File: src/design/dmzb_pkg.sv
// Shared types and constants for the depth map z-buffer merge block.
// Used by every module of the block but dmzb_ram; depends on nothing else.
`timescale 1ns / 1ps

package dmzb_pkg;

    // Frame store geometry.
    localparam int MAX_PIXELS = 524288;
    localparam int ADDR_W     = $clog2(MAX_PIXELS);
    localparam int PIX_CNT_W  = ADDR_W + 1;
    localparam int DEPTH_W    = 16;
    localparam int COLOR_W    = 8;

    // Configuration registers.
    localparam int NUM_SOURCES = 8;
    localparam int SRC_W       = 3;
    localparam int FRAME_W     = 20;
    localparam int CFG_DATA_W  = 20;
    localparam int CFG_INDEX_W = 1;

    typedef enum logic [CFG_INDEX_W-1:0] {
        REG_SOURCE_ENABLE = 1'b0,
        REG_FRAME_PIXELS  = 1'b1
    } cfg_reg_t;

    localparam logic [NUM_SOURCES-1:0] SOURCE_ENABLE_RESET = 8'hFF;
    localparam logic [FRAME_W-1:0]     FRAME_PIXELS_RESET  = 20'd307200;

    // Stream widths.
    localparam int OP_W     = 2;
    localparam int S_DATA_W = 40;
    localparam int M_DATA_W = 48;

    typedef enum logic [OP_W-1:0] {
        OP_MERGE = 2'd0,
        OP_CLEAR = 2'd1,
        OP_READ  = 2'd2
    } op_t;

    // Debug grey scale: floor(d * 255 / FULL_SCALE), saturated at 255.
    // The quotient is taken as (p * GREY_RECIP) >> GREY_SHIFT with p = d * 255,
    // which is exact for p below 2^22 because the reciprocal error stays under 2^14.
    localparam int          DISPLAY_FULL_SCALE = 14000;
    localparam int          GREY_P_W     = DEPTH_W + 8;
    localparam int          GREY_RECIP_W = 23;
    localparam int          GREY_PROD_W  = GREY_P_W + GREY_RECIP_W;
    localparam int          GREY_SHIFT   = 36;
    localparam longint      GREY_RECIP_L =
        ((64'd1 << GREY_SHIFT) + DISPLAY_FULL_SCALE - 1) / DISPLAY_FULL_SCALE;
    localparam logic [GREY_RECIP_W-1:0] GREY_RECIP = GREY_RECIP_L[GREY_RECIP_W-1:0];
    // Smallest depth whose grey level reaches 256 and therefore saturates.
    localparam int          SAT_DEPTH_I  = (256 * DISPLAY_FULL_SCALE + 254) / 255;
    localparam logic [DEPTH_W-1:0] SAT_DEPTH = SAT_DEPTH_I[DEPTH_W-1:0];

    // Item class decided by the front end.
    typedef enum logic [2:0] {
        K_MERGE,
        K_CLEAR,
        K_READ,
        K_OOR,
        K_NOP
    } kind_t;

    typedef struct packed {
        kind_t               kind;
        logic                merge_en;
        logic [ADDR_W-1:0]   idx;
        logic [DEPTH_W-1:0]  depth;
    } item_t;

    // Head of the request queue, front to back.
    typedef struct packed {
        logic  valid;
        item_t item;
    } queue_head_t;

    // Back end control toward the front end.
    typedef struct packed {
        logic pop;
        logic init_busy;
    } back_ctrl_t;

    // One result; stored_depth sits in the lowest bits.
    typedef struct packed {
        logic                out_of_range;
        logic                written;
        logic [COLOR_W-1:0]  blue;
        logic [COLOR_W-1:0]  green;
        logic [COLOR_W-1:0]  red;
        logic [DEPTH_W-1:0]  stored_depth;
    } result_t;

    localparam int RESULT_W = $bits(result_t);

endpackage

File: src/design/dmzb_front.sv
// Front end: configuration registers, request intake, classification and a
// two-entry request queue toward the back end. Depends on dmzb_pkg.
`timescale 1ns / 1ps

module dmzb_front (
    input  logic                               clk,
    input  logic                               rst_n,
    input  logic                               s_tvalid,
    output logic                               s_tready,
    input  logic [dmzb_pkg::OP_W-1:0]          s_tuser,
    input  logic [dmzb_pkg::S_DATA_W-1:0]      s_tdata,
    input  logic                               cfg_wen,
    input  logic [dmzb_pkg::CFG_INDEX_W-1:0]   cfg_index,
    input  logic [dmzb_pkg::CFG_DATA_W-1:0]    cfg_wdata,
    input  dmzb_pkg::back_ctrl_t               ctrl,
    output dmzb_pkg::queue_head_t              head,
    output logic [dmzb_pkg::FRAME_W-1:0]       frame_pixels
);

    logic [dmzb_pkg::NUM_SOURCES-1:0] source_enable_reg;
    logic [dmzb_pkg::FRAME_W-1:0]     frame_pixels_reg;

    dmzb_pkg::item_t   q_mem [2];
    logic              wr_ptr_reg;
    logic              rd_ptr_reg;
    logic [1:0]        count_reg;
    logic [1:0]        count_next;

    dmzb_pkg::op_t                op;
    logic [dmzb_pkg::SRC_W-1:0]   src;
    logic [dmzb_pkg::ADDR_W-1:0]  idx;
    logic [dmzb_pkg::DEPTH_W-1:0] depth;
    logic                         in_range;
    logic                         src_en;
    dmzb_pkg::item_t              item;
    logic                         push;

    // Configuration register writes.
    always_ff @(posedge clk or negedge rst_n)
    begin
        if (!rst_n)
        begin
            source_enable_reg <= dmzb_pkg::SOURCE_ENABLE_RESET;
            frame_pixels_reg  <= dmzb_pkg::FRAME_PIXELS_RESET;
        end
        else if (cfg_wen)
        begin
            unique case (dmzb_pkg::cfg_reg_t'(cfg_index))
                dmzb_pkg::REG_SOURCE_ENABLE:
                    source_enable_reg <= cfg_wdata[dmzb_pkg::NUM_SOURCES-1:0];
                dmzb_pkg::REG_FRAME_PIXELS:
                    frame_pixels_reg  <= cfg_wdata[dmzb_pkg::FRAME_W-1:0];
                default: ;
            endcase
        end
    end

    assign frame_pixels = frame_pixels_reg;

    // Field unpacking.
    assign op    = dmzb_pkg::op_t'(s_tuser);
    assign src   = s_tdata[dmzb_pkg::SRC_W-1:0];
    assign idx   = s_tdata[dmzb_pkg::SRC_W +: dmzb_pkg::ADDR_W];
    assign depth = s_tdata[dmzb_pkg::SRC_W + dmzb_pkg::ADDR_W +: dmzb_pkg::DEPTH_W];

    // The index is narrower than the active count, so comparing it with the
    // raw frame size already covers the cap at the store size.
    assign in_range = dmzb_pkg::FRAME_W'(idx) < frame_pixels_reg;
    assign src_en   = source_enable_reg[src];

    // Classification of the request.
    always_comb
    begin
        item.idx      = idx;
        item.depth    = depth;
        item.merge_en = src_en && (depth != '0);
        unique case (op)
            dmzb_pkg::OP_MERGE: item.kind = in_range ? dmzb_pkg::K_MERGE : dmzb_pkg::K_OOR;
            dmzb_pkg::OP_CLEAR: item.kind = dmzb_pkg::K_CLEAR;
            dmzb_pkg::OP_READ:  item.kind = in_range ? dmzb_pkg::K_READ : dmzb_pkg::K_OOR;
            default:            item.kind = dmzb_pkg::K_NOP;
        endcase
    end

    // Queue control.
    assign s_tready = !ctrl.init_busy && (count_reg != 2'd2);
    assign push     = s_tvalid && s_tready;

    always_comb
    begin
        count_next = count_reg;
        if (push && !ctrl.pop)
        begin
            count_next = count_reg + 2'd1;
        end
        else if (!push && ctrl.pop)
        begin
            count_next = count_reg - 2'd1;
        end
    end

    always_ff @(posedge clk or negedge rst_n)
    begin
        if (!rst_n)
        begin
            wr_ptr_reg <= 1'b0;
            rd_ptr_reg <= 1'b0;
            count_reg  <= 2'd0;
        end
        else
        begin
            if (push)
            begin
                wr_ptr_reg <= !wr_ptr_reg;
            end
            if (ctrl.pop)
            begin
                rd_ptr_reg <= !rd_ptr_reg;
            end
            count_reg <= count_next;
        end
    end

    // Queue storage.
    always_ff @(posedge clk)
    begin
        if (push)
        begin
            q_mem[wr_ptr_reg] <= item;
        end
    end

    assign head.valid = count_reg != 2'd0;
    assign head.item  = q_mem[rd_ptr_reg];

endmodule

File: config.mk
export PLATFORM = sky130hd
export DESIGN_NAME = dmzb_front
export DESIGN_NICKNAME = d
export VERILOG_FILES = /design/src/design/dmzb_pkg.sv /design/src/design/dmzb_front.sv
export SDC_FILE = /design/constraint.sdc
export NUM_CORES = 1
export LEC_CHECK = 0
export BUFFER_PORTS_ARGS = -buffer_cell sky130_fd_sc_hd__buf_2
export CAP_MARGIN = 25
export CELL_PAD_IN_SITES_DETAIL_PLACEMENT = 0
export CELL_PAD_IN_SITES_GLOBAL_PLACEMENT = 1
export CORE_MARGIN = 4
export CORE_UTILIZATION = 46
export CTS_CLUSTER_DIAMETER = 50
export DETAILED_ROUTE_END_ITERATION = 10
export PLACE_DENSITY = 0.95
export SYNTH_ARGS = -nofsm -noshare
export SYNTH_HDL_FRONTEND = slang
export SYNTH_SLANG_ARGS = --single-unit
File: constraint.sdc
create_clock -name clk -period 6.88 [get_ports clk]
set_clock_uncertainty 0.1 [all_clocks]
set_input_delay 0 -clock clk [delete_from_list [all_inputs] [get_ports clk]]
set_output_delay 0 -clock clk [all_outputs]
set_load 0.005 [all_outputs]
==> results of run 1 <==
==> worst max-delay path: stages (launching register included) <==
cell           delay (ns)
dfstp_2              0.56
inv_1                0.04
ha_1                 0.33
nand4b_4             0.15
nor4_4               0.33
a22oi_1              0.17
a41oi_1              0.21
dlygate4sd3_1        0.59
==> metal layers <==
| metal | global-route usage | wire length, µm | vias up |
|---|---|---|---|
| li1 | - | - | 1433 |
| met1 | 0.216 | 4270 | 1477 |
| met2 | 0.328 | 5420 | 106 |
| met3 | 0.0551 | 651 | 26 |
| met4 | 0.0622 | 298 | 0 |
| met5 | 0 | 0 | - |
==> per-stage QoR <==
step                cells  setup WS, ns  area [µm²]  hold WS [ns]   util
floorplan             280          3.91        4660        -0.396      -
global placement      533          4.71        5440       -0.0144  0.554
detailed placement    534          4.72        5460       0.00387  0.556
CTS                   613          4.24        6270        0.0364  0.639
global route          613          4.05        6270        0.0425  0.639
finish                613          4.26        6270        0.0434  0.639
==> cell usage after synthesis <==
| cell type | instances |
|---|---|
| a41oi_1 | 2 |
| edfxtp_1 | 78 |
| inv_2 | 1 |
| nor2_1 | 6 |
| nand2b_1 | 1 |
| nor3_1 | 2 |
| nand4_1 | 2 |
| dfstp_2 | 12 |
| buf_2 | 7 |
| nand4b_4 | 1 |
| a22oi_1 | 1 |
| a2111oi_0 | 1 |
| xnor2_1 | 2 |
| or2_2 | 1 |
| nor4_4 | 1 |
| mux2_2 | 66 |
| mux2_1 | 1 |
| o21ai_0 | 3 |
| a21oi_1 | 8 |
| nand2_1 | 6 |
| nor2b_1 | 1 |
| dfrtp_1 | 20 |
| and4_1 | 1 |
| nor4_1 | 4 |
| mux4_2 | 2 |
| mux2i_1 | 1 |
| ha_1 | 19 |
| o32ai_1 | 1 |
| and3_1 | 1 |
| a211oi_1 | 1 |
| xor2_1 | 3 |
| nand3b_1 | 1 |
| inv_1 | 23 |
==> cell families (layout without fill, tap and decap cells) <==
group,count (synthesis),after routing,share of synthesized area
muxes,70,70,0.174
buffers and inverters,31,231,0.0269
adders and majority gates,19,19,0.0510
and+or+nand+nor,28,28,0.0384
xor gates and xnor gates,5,5,0.00940
AOI/OAI and AO/OA,17,17,0.0226
DFF,110,110,0.678
==> cell type report <==
| class | count | area (µm²) |
|---|---|---|
| flip-flops and latches | 110 | 3160 |
| multi-input cells | 139 | 1380 |
| fillers | 732 | 3550 |
| repair buffers | 191 | 1290 |
| inverters | 24 | 90.1 |
| clock buffers | 9 | 124 |
| clock inverters | 7 | 62.6 |
| well taps | 133 | 166 |
==> report_power, final <==
| part | leakage (nW) | internal, mW | switching (mW) | total, mW |
|---|---|---|---|---|
| registers | 1.07 | 0.822 | 0.0892 | 0.911 |
| clock network | 0.0980 | 0.140 | 0.233 | 0.374 |
| logic | 1.44 | 0.266 | 0.194 | 0.460 |
| total | 2.61 | 1.23 | 0.516 | 1.75 |
==> path summary, 6_finish.rpt <==
check,end
worst max-delay path,q_mem[1][37]
worst min-delay path,source_enable_reg[3]
worst max register to register,q_mem[1][37]
worst min register to register,count_reg[1]
max in group asynchronous,rd_ptr_reg
min in group asynchronous,frame_pixels[17]
==> run_results.csv, run 1 <==
group,metric,value,unit
critical_path,critical_path_class,"flop to flop",
routing,wl,10.6,mm
timing,fmaxAchievable,0.382,GHz
critical_path,cp.required,7.01,ns
synth,ys_warn_count,0,
clock_network,htree_num_levels,3,
routing,drt_pass1_iterations,6,
global_route,grt_pass1_vias,3318,
timing,fin_crit,2.62,ns
global_route,grt_max_degree,41,
floorplan,rows,36,
clock_network,postCtsHoldBufs,63,
status,status,"finished, final reports clean",
floorplan,die_y,109,µm
timing,tightest_slew,0.942,ns
hold_path,hold_start,"cfg_index",
pwr,power_density,278,nW/µm²
hold_path,hp-class,"input port to flop",
global_route,grt_pass1_wl,16.6,mm
synth,synth.distinct_cells,33,
synth,netlist_instances,280,
pwr,finalPower,1.75,mW
floorplan,ioPinCount,130,
clock_network,clock-sinks,110,
routing,wl_per_cell,17.4,µm
routing,drt_iter0_markers,151,
floorplan,die_w,109,µm
cells_and_area,largest_reg_flops,78,
timing,grt_setup_unrepaired,"no",
synth,avgSynthCellArea,16.6,µm²
place,dp_hpwl,7.16,mm
global_route,antenna_found_initial,0,
clock_network,cts_setup_buffers,0,
clock_network,cts_tree,"yes",
clock_network,cts.path.max_buffers,2,
critical_path,cp_max_fo,4,
clock_network,cts_root_buffer,"clkbuf_8",
clock_network,clk_latency,0.36,ns
cells_and_area,nets,563,
cells_and_area,layout-area-overhead-vs-synth,34.6,%
synth,ys_ff_latch,110,
global_route,track_usage,0.186,
clock_network,clkTransAtPathRegs,0.11,ns
timing,finalCritPeriodShare,0.380,
timing,fin_setup_tns,0,ns
critical_path,worstSetupStartpoint,"frame_pixels[18]",
critical_path,end_kind,"flop",
floorplan,core_area,9820,µm²
clock_network,cts_resized,0,
place,port_buffers,127,
synth,yosysSeqAreaShare,0.678,
timing,max_slew_margin,0.372,
synth,syn-num-nets,368,
routing,ant_nets,0,
floorplan,die_area,11800,µm²
clock_network,cts_made_buffers,9,
cells_and_area,final_common_cell,"buf_2",
synth,synthesis.area,4660,µm²
floorplan,initial_core_util,0.474,
timing,setup_viol,0,
pwr,p_leak,2.61,nW
cells_and_area,final_cell_mix,"buf_2 (127), edfxtp_1 (78), mux2_2 (66), dlygate4sd3_1 (63), inv_1 (23)",
synth,synthTopCellsByArea,"edfxtp_1 (50%), mux2_2 (16%), dfrtp_1 (11%)",
critical_path,rr_worst_depth,7,
routing,viasPerCell,4.96,
timing,finalHoldViolations,0,
pwr,irDropWorstVdd,0.000165,V
critical_path,arrival,2.74,ns
timing,finalMaxSlewViolations,0,
job,cap_violations,0,
synth,synth_area_leader_cell,"edfxtp_1",
global_route,grt_overflow_total,0,
critical_path,r2r-start,"frame_pixels[18]",
synth,yosysTopAreaCellShare,0.503,
hold_path,holdPathStages,3,
critical_path,r2r_slack,4.26,ns
cells_and_area,drive_above_1_share,0.481,
place,place_congestion,0.781,
critical_path,cp-start-kind,"flop",
routing,vias,3042,
routing,drc,0,
cells_and_area,antenna_cells,0,
No activity file was read; power rests on OpenSTA's default activity.
==> inputs of run 2 (changes only) <==
--- a/config.mk
+++ b/config.mk
@@ -5,15 +5,16 @@
 export SDC_FILE = /design/constraint.sdc
 export NUM_CORES = 1
 export LEC_CHECK = 0
+export ABC_AREA = 1
 export BUFFER_PORTS_ARGS = -buffer_cell sky130_fd_sc_hd__buf_2
 export CAP_MARGIN = 25
 export CELL_PAD_IN_SITES_DETAIL_PLACEMENT = 0
 export CELL_PAD_IN_SITES_GLOBAL_PLACEMENT = 1
 export CORE_MARGIN = 4
-export CORE_UTILIZATION = 46
+export CORE_UTILIZATION = 41
 export CTS_CLUSTER_DIAMETER = 50
 export DETAILED_ROUTE_END_ITERATION = 10
-export PLACE_DENSITY = 0.95
+export PLACE_DENSITY = 0.91
 export SYNTH_ARGS = -nofsm -noshare
 export SYNTH_HDL_FRONTEND = slang
 export SYNTH_SLANG_ARGS = --single-unit
==> constraint.sdc (replaced) <==
create_clock -name clk -period 2.71 [get_ports clk]
set_clock_uncertainty 0.1 [all_clocks]
set_input_delay 0 -clock clk [delete_from_list [all_inputs] [get_ports clk]]
set_output_delay 0 -clock clk [all_outputs]
set_load 0.005 [all_outputs]
==> run 2 against run 1 <==
Clock power rose to 3.7 times the previous value. Die area increased by 13%. Combinational power up 140%. Critical path depth decreased by 5. Routed wire length down 3.6%. Sequential power rose by 150%. Sequential share of layout area shrank 1.8 points. Count of clock-buffer cells in the layout increased by 5. Via count grew 10%. Non-clock buffer count up 1. Area after synthesis up 1.9%. Core utilization shrank 6.7 points. Critical endpoint is now head[6]. Highest routed layer unchanged.
==> run_results.csv, run 2 <==
group,metric,value,unit
floorplan,die_y,116,µm
routing,ant_nets,0,
critical_path,end_kind,"output port",
floorplan,ioPinCount,130,
place,dp_hpwl,6.96,mm
global_route,grt_util_met3,0.0251,
timing,timing.final.ws_setup,0.749,ns
floorplan,die_w,116,µm
pwr,swShare,0.262,
synth,synth_edf_count,78,
global_route,met2_usage,0.275,
synth,synth_area_leader_cell,"edfxtp_1",
place,port_buffers,127,
cells_and_area,drive_above_1_share,0.360,
timing,holdWs,0.0206,ns
place,dp_cells,637,
cells_and_area,fin_cells,715,
cells_and_area,nets,655,
critical_path,cp-start-kind,"flop",
global_route,grt_max_degree,41,
job,cap_violations,0,
timing,setup_viol,0,
clock_network,cts_setup_buffers,0,
pwr,power_density,733,nW/µm²
timing,fmaxAchievable,0.510,GHz
pwr,p_seq_frac,0.475,
clock_network,cts_resized,0,
routing,drt_iter0_markers,179,
critical_path,r2r-start,"frame_pixels[15]",
synth,async_reset_ff_frac,0.291,
global_route,grt_busiest_layer,"met2",
cells_and_area,final_cell_mix,"buf_2 (127), edfxtp_1 (78), dlygate4sd3_1 (62), nand2_1 (59), inv_1 (47)",
cells_and_area,design_area,6500,µm²
clock_network,cts_tree,"yes",
synth,yosysMostFrequentCell,"edfxtp_1",
clock_network,cts_root_buffer,"clkbuf_16",
synth,ys_ff_latch,110,
floorplan,die_area,13400,µm²
synth,avgSynthCellArea,12.7,µm²
place,pre_cts_ws,0.870,ns
global_route,grt_pass1_vias,3372,
hold_path,hp-class,"input port to flop",
timing,max_slew_margin,0.406,
routing,wl,10.3,mm
clock_network,clkTransAtPathRegs,0.07,ns
synth,synthesis.area,4750,µm²
global_route,grt_util_met1,0.193,
pwr,p_leak,2.88,nW
synth,synthTopCellsByArea,"edfxtp_1 (49%), dfrtp_1 (11%), mux2_2 (9.2%)",
pwr,finalPower,4.77,mW
clock_network,cts.path.max_buffers,2,
critical_path,crit_path_top_delay_cell,"dfrtp_2",
synth,yosysSeqAreaShare,0.665,
floorplan,rows,39,
clock_network,htree_num_levels,3,
clock_network,postCtsHoldBufs,62,
critical_path,critPathTopFamily,"flip-flops",
routing,drc,0,
critical_path,cp.required,2.61,ns
critical_path,critical_path_class,"flop to output port",
critical_path,cp.buffers_inverters,1,
timing,grt_setup_unrepaired,"no",
pwr,p_comb_frac,0.235,
floorplan,initial_core_util,0.418,
timing,tightest_slew,0.891,ns
place,dpl_cell_area,5550,µm²
timing,finalCritPeriodShare,0.724,
global_route,grt_pass1_wl,16.1,mm
place,place_congestion,0.805,
routing,wl_per_cell,14.4,µm
pwr,p_switching,1.25,mW
critical_path,cp_max_fo,40,
cells_and_area,largest_reg_flops,78,
pwr,p_int,3.52,mW
hold_path,hold_start,"ctrl[0]",
synth,synthTopCellsByCount,"edfxtp_1 (78), nand2_1 (59), inv_1 (47)",
clock_network,clock-sinks,110,
clock_network,clk_latency,0.33,ns
global_route,grt_overflow_total,0,
pwr,irDropWorstVdd,0.000371,V
routing,viasPerCell,4.68,
cells_and_area,final_common_cell,"buf_2",
critical_path,path_cells,"mux2_2 > buf_2",
global_route,antenna_found_initial,0,
critical_path,r2r_slack,0.85,ns
timing,fin_crit,1.96,ns
routing,vias,3347,
synth,ys_dominant_reg_cell,"edfxtp_1",
critical_path,critical-path-max-stage-delay,0.95,ns
synth,ys_warn_count,0,
synth,synth.distinct_cells,26,
synth,syn-num-nets,461,
status,status,"finished, final reports clean",
global_route,track_usage,0.156,
synth,yosysTopAreaCellShare,0.493,
cells_and_area,layout-area-overhead-vs-synth,36.9,%
timing,finalMaxSlewViolations,0,
pwr,clock_power_share,0.289,
synth,netlist_instances,373,
routing,drt_pass1_iterations,4,
critical_path,worstSetupStartpoint,"rd_ptr_reg",
floorplan,core_area,11400,µm²
timing,finalHoldViolations,0,
clock_network,cts_made_buffers,9,
critical_path,arrival,1.86,ns
cells_and_area,antenna_cells,0,
-- run 2: final cells by class --
class	count	area [µm²]
timing repair buffer	192	1300
inverter	48	180
sequential	110	3160
clock inverter	2	38.8
fill	928	4870
multi-input combinational	206	1360
clock buffer	14	285
tap	143	179
-- run 2: worst paths after layout --
| kind | to | cells after the start |
|---|---|---|
| max | head[6] | 2 |
| min reg2reg | source_enable_reg[2] | 2 |
| min in group asynchronous | frame_pixels[0] | 2 |
| max reg2reg | q_mem[1][37] | 10 |
| max in group asynchronous | rd_ptr_reg | 2 |
| min | wr_ptr_reg | 4 |
-- run 2: through the flow --
stage	utilization	TNS, ns
global route	0.572	0
global placement	0.486	0
detailed placement	0.489	0
finish	0.572	0
CTS	0.572	0
floorplan	-	-13.20
-- run 2: metal layers --
metal	share of wire	vias up	wire, µm
met4	0.019	0	197
met3	0.045	17	460
met5	0	-	0
met1	0.42	1594	4290
met2	0.52	82	5310
li1	-	1654	-
-- run 2: cells by family after synthesis --
family / count (synthesis) / synth area share
AND/OR/NAND/NOR: 100 / 0.0849
AO/OA/AOI/OAI: 44 / 0.0480
flip-flops: 110 / 0.665
XOR/XNOR: 4 / 0.00738
adder cells (fa/ha/maj): 19 / 0.0501
buffers and inverters: 57 / 0.0522
multiplexers: 39 / 0.0925
-- run 2: worst min-delay path: cells and delay by family --
family / cells / cell delay (ns)
xor+xnor: 1 / 0.10
buf+inv: 1 / 0.08
simple gates: 1 / 0.20
compound gates: 1 / 0.03
-- run 2: power groups by stage --
stage,registers [mW],logic [mW],clock network (mW)
after floorplan,2.19,0.743,0
after global placement,2.29,1.04,0
after detailed placement,2.30,1.07,0
after CTS,2.27,1.14,1.42
after global routing,2.30,1.25,1.50
final,2.27,1.12,1.38
==> inputs of run 3 (changes only) <==
--- a/config.mk
+++ b/config.mk
@@ -5,16 +5,16 @@
 export SDC_FILE = /design/constraint.sdc
 export NUM_CORES = 1
 export LEC_CHECK = 0
-export ABC_AREA = 1
+export ABC_AREA = 0
 export BUFFER_PORTS_ARGS = -buffer_cell sky130_fd_sc_hd__buf_2
 export CAP_MARGIN = 25
 export CELL_PAD_IN_SITES_DETAIL_PLACEMENT = 0
 export CELL_PAD_IN_SITES_GLOBAL_PLACEMENT = 1
 export CORE_MARGIN = 4
-export CORE_UTILIZATION = 41
+export CORE_UTILIZATION = 38
 export CTS_CLUSTER_DIAMETER = 50
 export DETAILED_ROUTE_END_ITERATION = 10
-export PLACE_DENSITY = 0.91
+export PLACE_DENSITY = 0.87
 export SYNTH_ARGS = -nofsm -noshare
 export SYNTH_HDL_FRONTEND = slang
 export SYNTH_SLANG_ARGS = --single-unit
==> constraint.sdc (replaced) <==
create_clock -name clk -period 1.7 [get_ports clk]
set_clock_uncertainty 0.1 [all_clocks]
set_input_delay 0 -clock clk [delete_from_list [all_inputs] [get_ports clk]]
set_output_delay 0 -clock clk [all_outputs]
set_load 0.005 [all_outputs]
==> run 3 against run 2 <==
Global-route usage increased by 0.22 points. Via count decreased by 7.9%. Sequential share of layout area decreased by 1.3 points. Cell area increased by 2.8%. Die area increased by 5.4%. Count of clock-buffer cells in the layout unchanged. Clock power increased by 37%. Largest cell class unchanged. The run now ends with setup timing left. Routed wire length increased by 4.8%. Highest routed layer unchanged. Core utilization decreased by 1.5 points.
==> run_results.csv, run 3 (synthesis gave the netlist of run 1 again) <==
group,metric,value,unit
status,status,"finished with violations",
status,violations,"setup timing",
critical_path,end_kind,"flop",
cells_and_area,antenna_cells,0,
place,port_buffers,127,
place,dp_hpwl,7.51,mm
routing,drt_pass1_iterations,4,
pwr,irDropWorstVdd,0.000458,V
floorplan,die_area,14100,µm²
global_route,grt_overflow_total,0,
pwr,p_leak,2.77,nW
clock_network,cts_tree,"yes",
pwr,finalPower,7.69,mW
timing,setup_viol,4,
floorplan,core_area,12000,µm²
critical_path,critical_path_class,"flop to flop",
clock_network,cts_root_buffer,"clkbuf_16",
floorplan,ioPinCount,130,
clock_network,clkTransAtPathRegs,0.07,ns
cells_and_area,largest_reg_flops,78,
place,place_congestion,0.756,
timing,tightest_slew,0.731,ns
timing,finalHoldViolations,0,
clock_network,clk_latency,0.34,ns
timing,fin_crit,1.91,ns
cells_and_area,layout-area-overhead-vs-synth,43.4,%
timing,finalMaxSlewViolations,0,
global_route,grt_max_degree,33,
critical_path,cp.required,1.78,ns
critical_path,cp_max_fo,3,
routing,wl,10.8,mm
timing,fmaxAchievable,0.524,GHz
timing,grt_setup_unrepaired,"yes",
critical_path,cp-start-kind,"flop",
floorplan,die_y,119,µm
critical_path,arrival,1.98,ns
routing,wl_per_cell,16.5,µm
floorplan,rows,40,
routing,vias,3083,
cells_and_area,drive_above_1_share,0.533,
clock_network,clock-sinks,110,
global_route,track_usage,0.159,
job,cap_violations,0,
hold_path,hp-class,"input port to flop",
clock_network,cts_made_buffers,9,
cells_and_area,nets,586,
timing,timing.final.ws_setup,-0.208,ns
routing,drc,0,
floorplan,initial_core_util,0.388,
routing,drt_iter0_markers,165,
global_route,grt_pass1_wl,17.4,mm
routing,ant_nets,0,
routing,viasPerCell,4.74,
global_route,antenna_found_initial,0,
global_route,grt_pass1_vias,3528,
pwr,power_density,1150,nW/µm²
clock_network,cts.path.max_buffers,2,
cells_and_area,final_cell_mix,"buf_2 (127), edfxtp_1 (78), mux2_2 (66), dlygate4sd3_1 (61), buf_4 (22)",
cells_and_area,final_common_cell,"buf_2",
floorplan,die_w,119,µm
timing,finalCritPeriodShare,1.12,
clock_network,htree_num_levels,3,
place,pre_cts_ws,-0.189,ns
timing,max_slew_margin,0.513,
## run 3: cell types whose count changed in the layout (fill, tap and decap cells not counted), moves of 3 or more
cell / change
a21oi_1: -12
buf_12: +4
buf_4: +20
ha_1: -4
ha_4: +4
inv_1: -27
inv_2: +3
mux2_2: +27
nand2_1: -56
nor2_1: -26
o21ai_0: -19
## run 3: worst max-delay path, cell delays in order (launching register included)
cell	delay (ns)
dfstp_2	0.54
inv_2	0.05
ha_4	0.28
nand2_4	0.06
nor4_4	0.29
nand3b_1	0.18
a41oi_2	0.24
## run 3: final timing paths
| kind | startpoint | endpoint | slack [ns] | cells after the start |
|---|---|---|---|---|
| min in group asynchronous | rst_n | count_reg[1] | 0.15 | 2 |
| worst max-delay path | frame_pixels[15] | q_mem[1][36] | -0.21 | 6 |
| worst max register to register | frame_pixels[15] | q_mem[1][36] | -0.21 | 6 |
| worst min register to register | count_reg[0] | count_reg[0] | 0.42 | 1 |
| worst min-delay path | s_tdata[1] | q_mem[1][35] | 0.009 | 3 |
| max in group asynchronous | rst_n | rd_ptr_reg | 0.84 | 2 |
## run 3: power by group
part           total [mW]  internal (mW)  switching (mW)
combinational        2.31           1.28            1.04
sequential           3.50           3.33           0.164
clock                1.89           1.03           0.859
total                7.69           5.64            2.06
## run 3: layer usage
layer	global-route usage	vias to the layer above	part of all wire	wire [µm]
met5	0	-	0	0
met4	0.0768	0	0.029	311
met3	0.0368	22	0.043	462
met2	0.292	82	0.54	5840
met1	0.170	1491	0.38	4140
li1	-	1488	-	-
## run 3: timing repair
action / CTS / global route
buffers inserted: 1 / 1
setup endpoints to repair: 4 / 5
pin swaps: 7 / 3
hold endpoints to repair: 125 / 1
gates cloned: 0 / 0
gates resized for setup: 6 / 6
hold buffers: 61 / 1
## run 3: through the flow
stage | hold WS [ns] | TNS, ns | util | instance area, µm² | std cells
3_5_place_dp | 0.00198 | -0.751 | 0.478 | 5740 | 571
6_report | 0.00884 | -0.828 | 0.556 | 6680 | 650
3_3_place_gp | -0.00916 | -0.454 | 0.478 | 5740 | 571
4_1_cts | 0.0275 | -0.690 | 0.554 | 6650 | 649
2_1_floorplan | -0.396 | -4.50 | - | 4720 | 280
5_1_grt | 0.0576 | -1.02 | 0.556 | 6680 | 650
## run 3: cell type report
class,instances,area (µm²)
Multi-Input combinational cell,139,1490
Clock buffer,14,254
Timing Repair Buffer,214,1490
Clock inverter,2,7.51
Sequential cell,110,3160
Inverter,24,90.1
Fill cell,952,5330
Tap cell,147,184
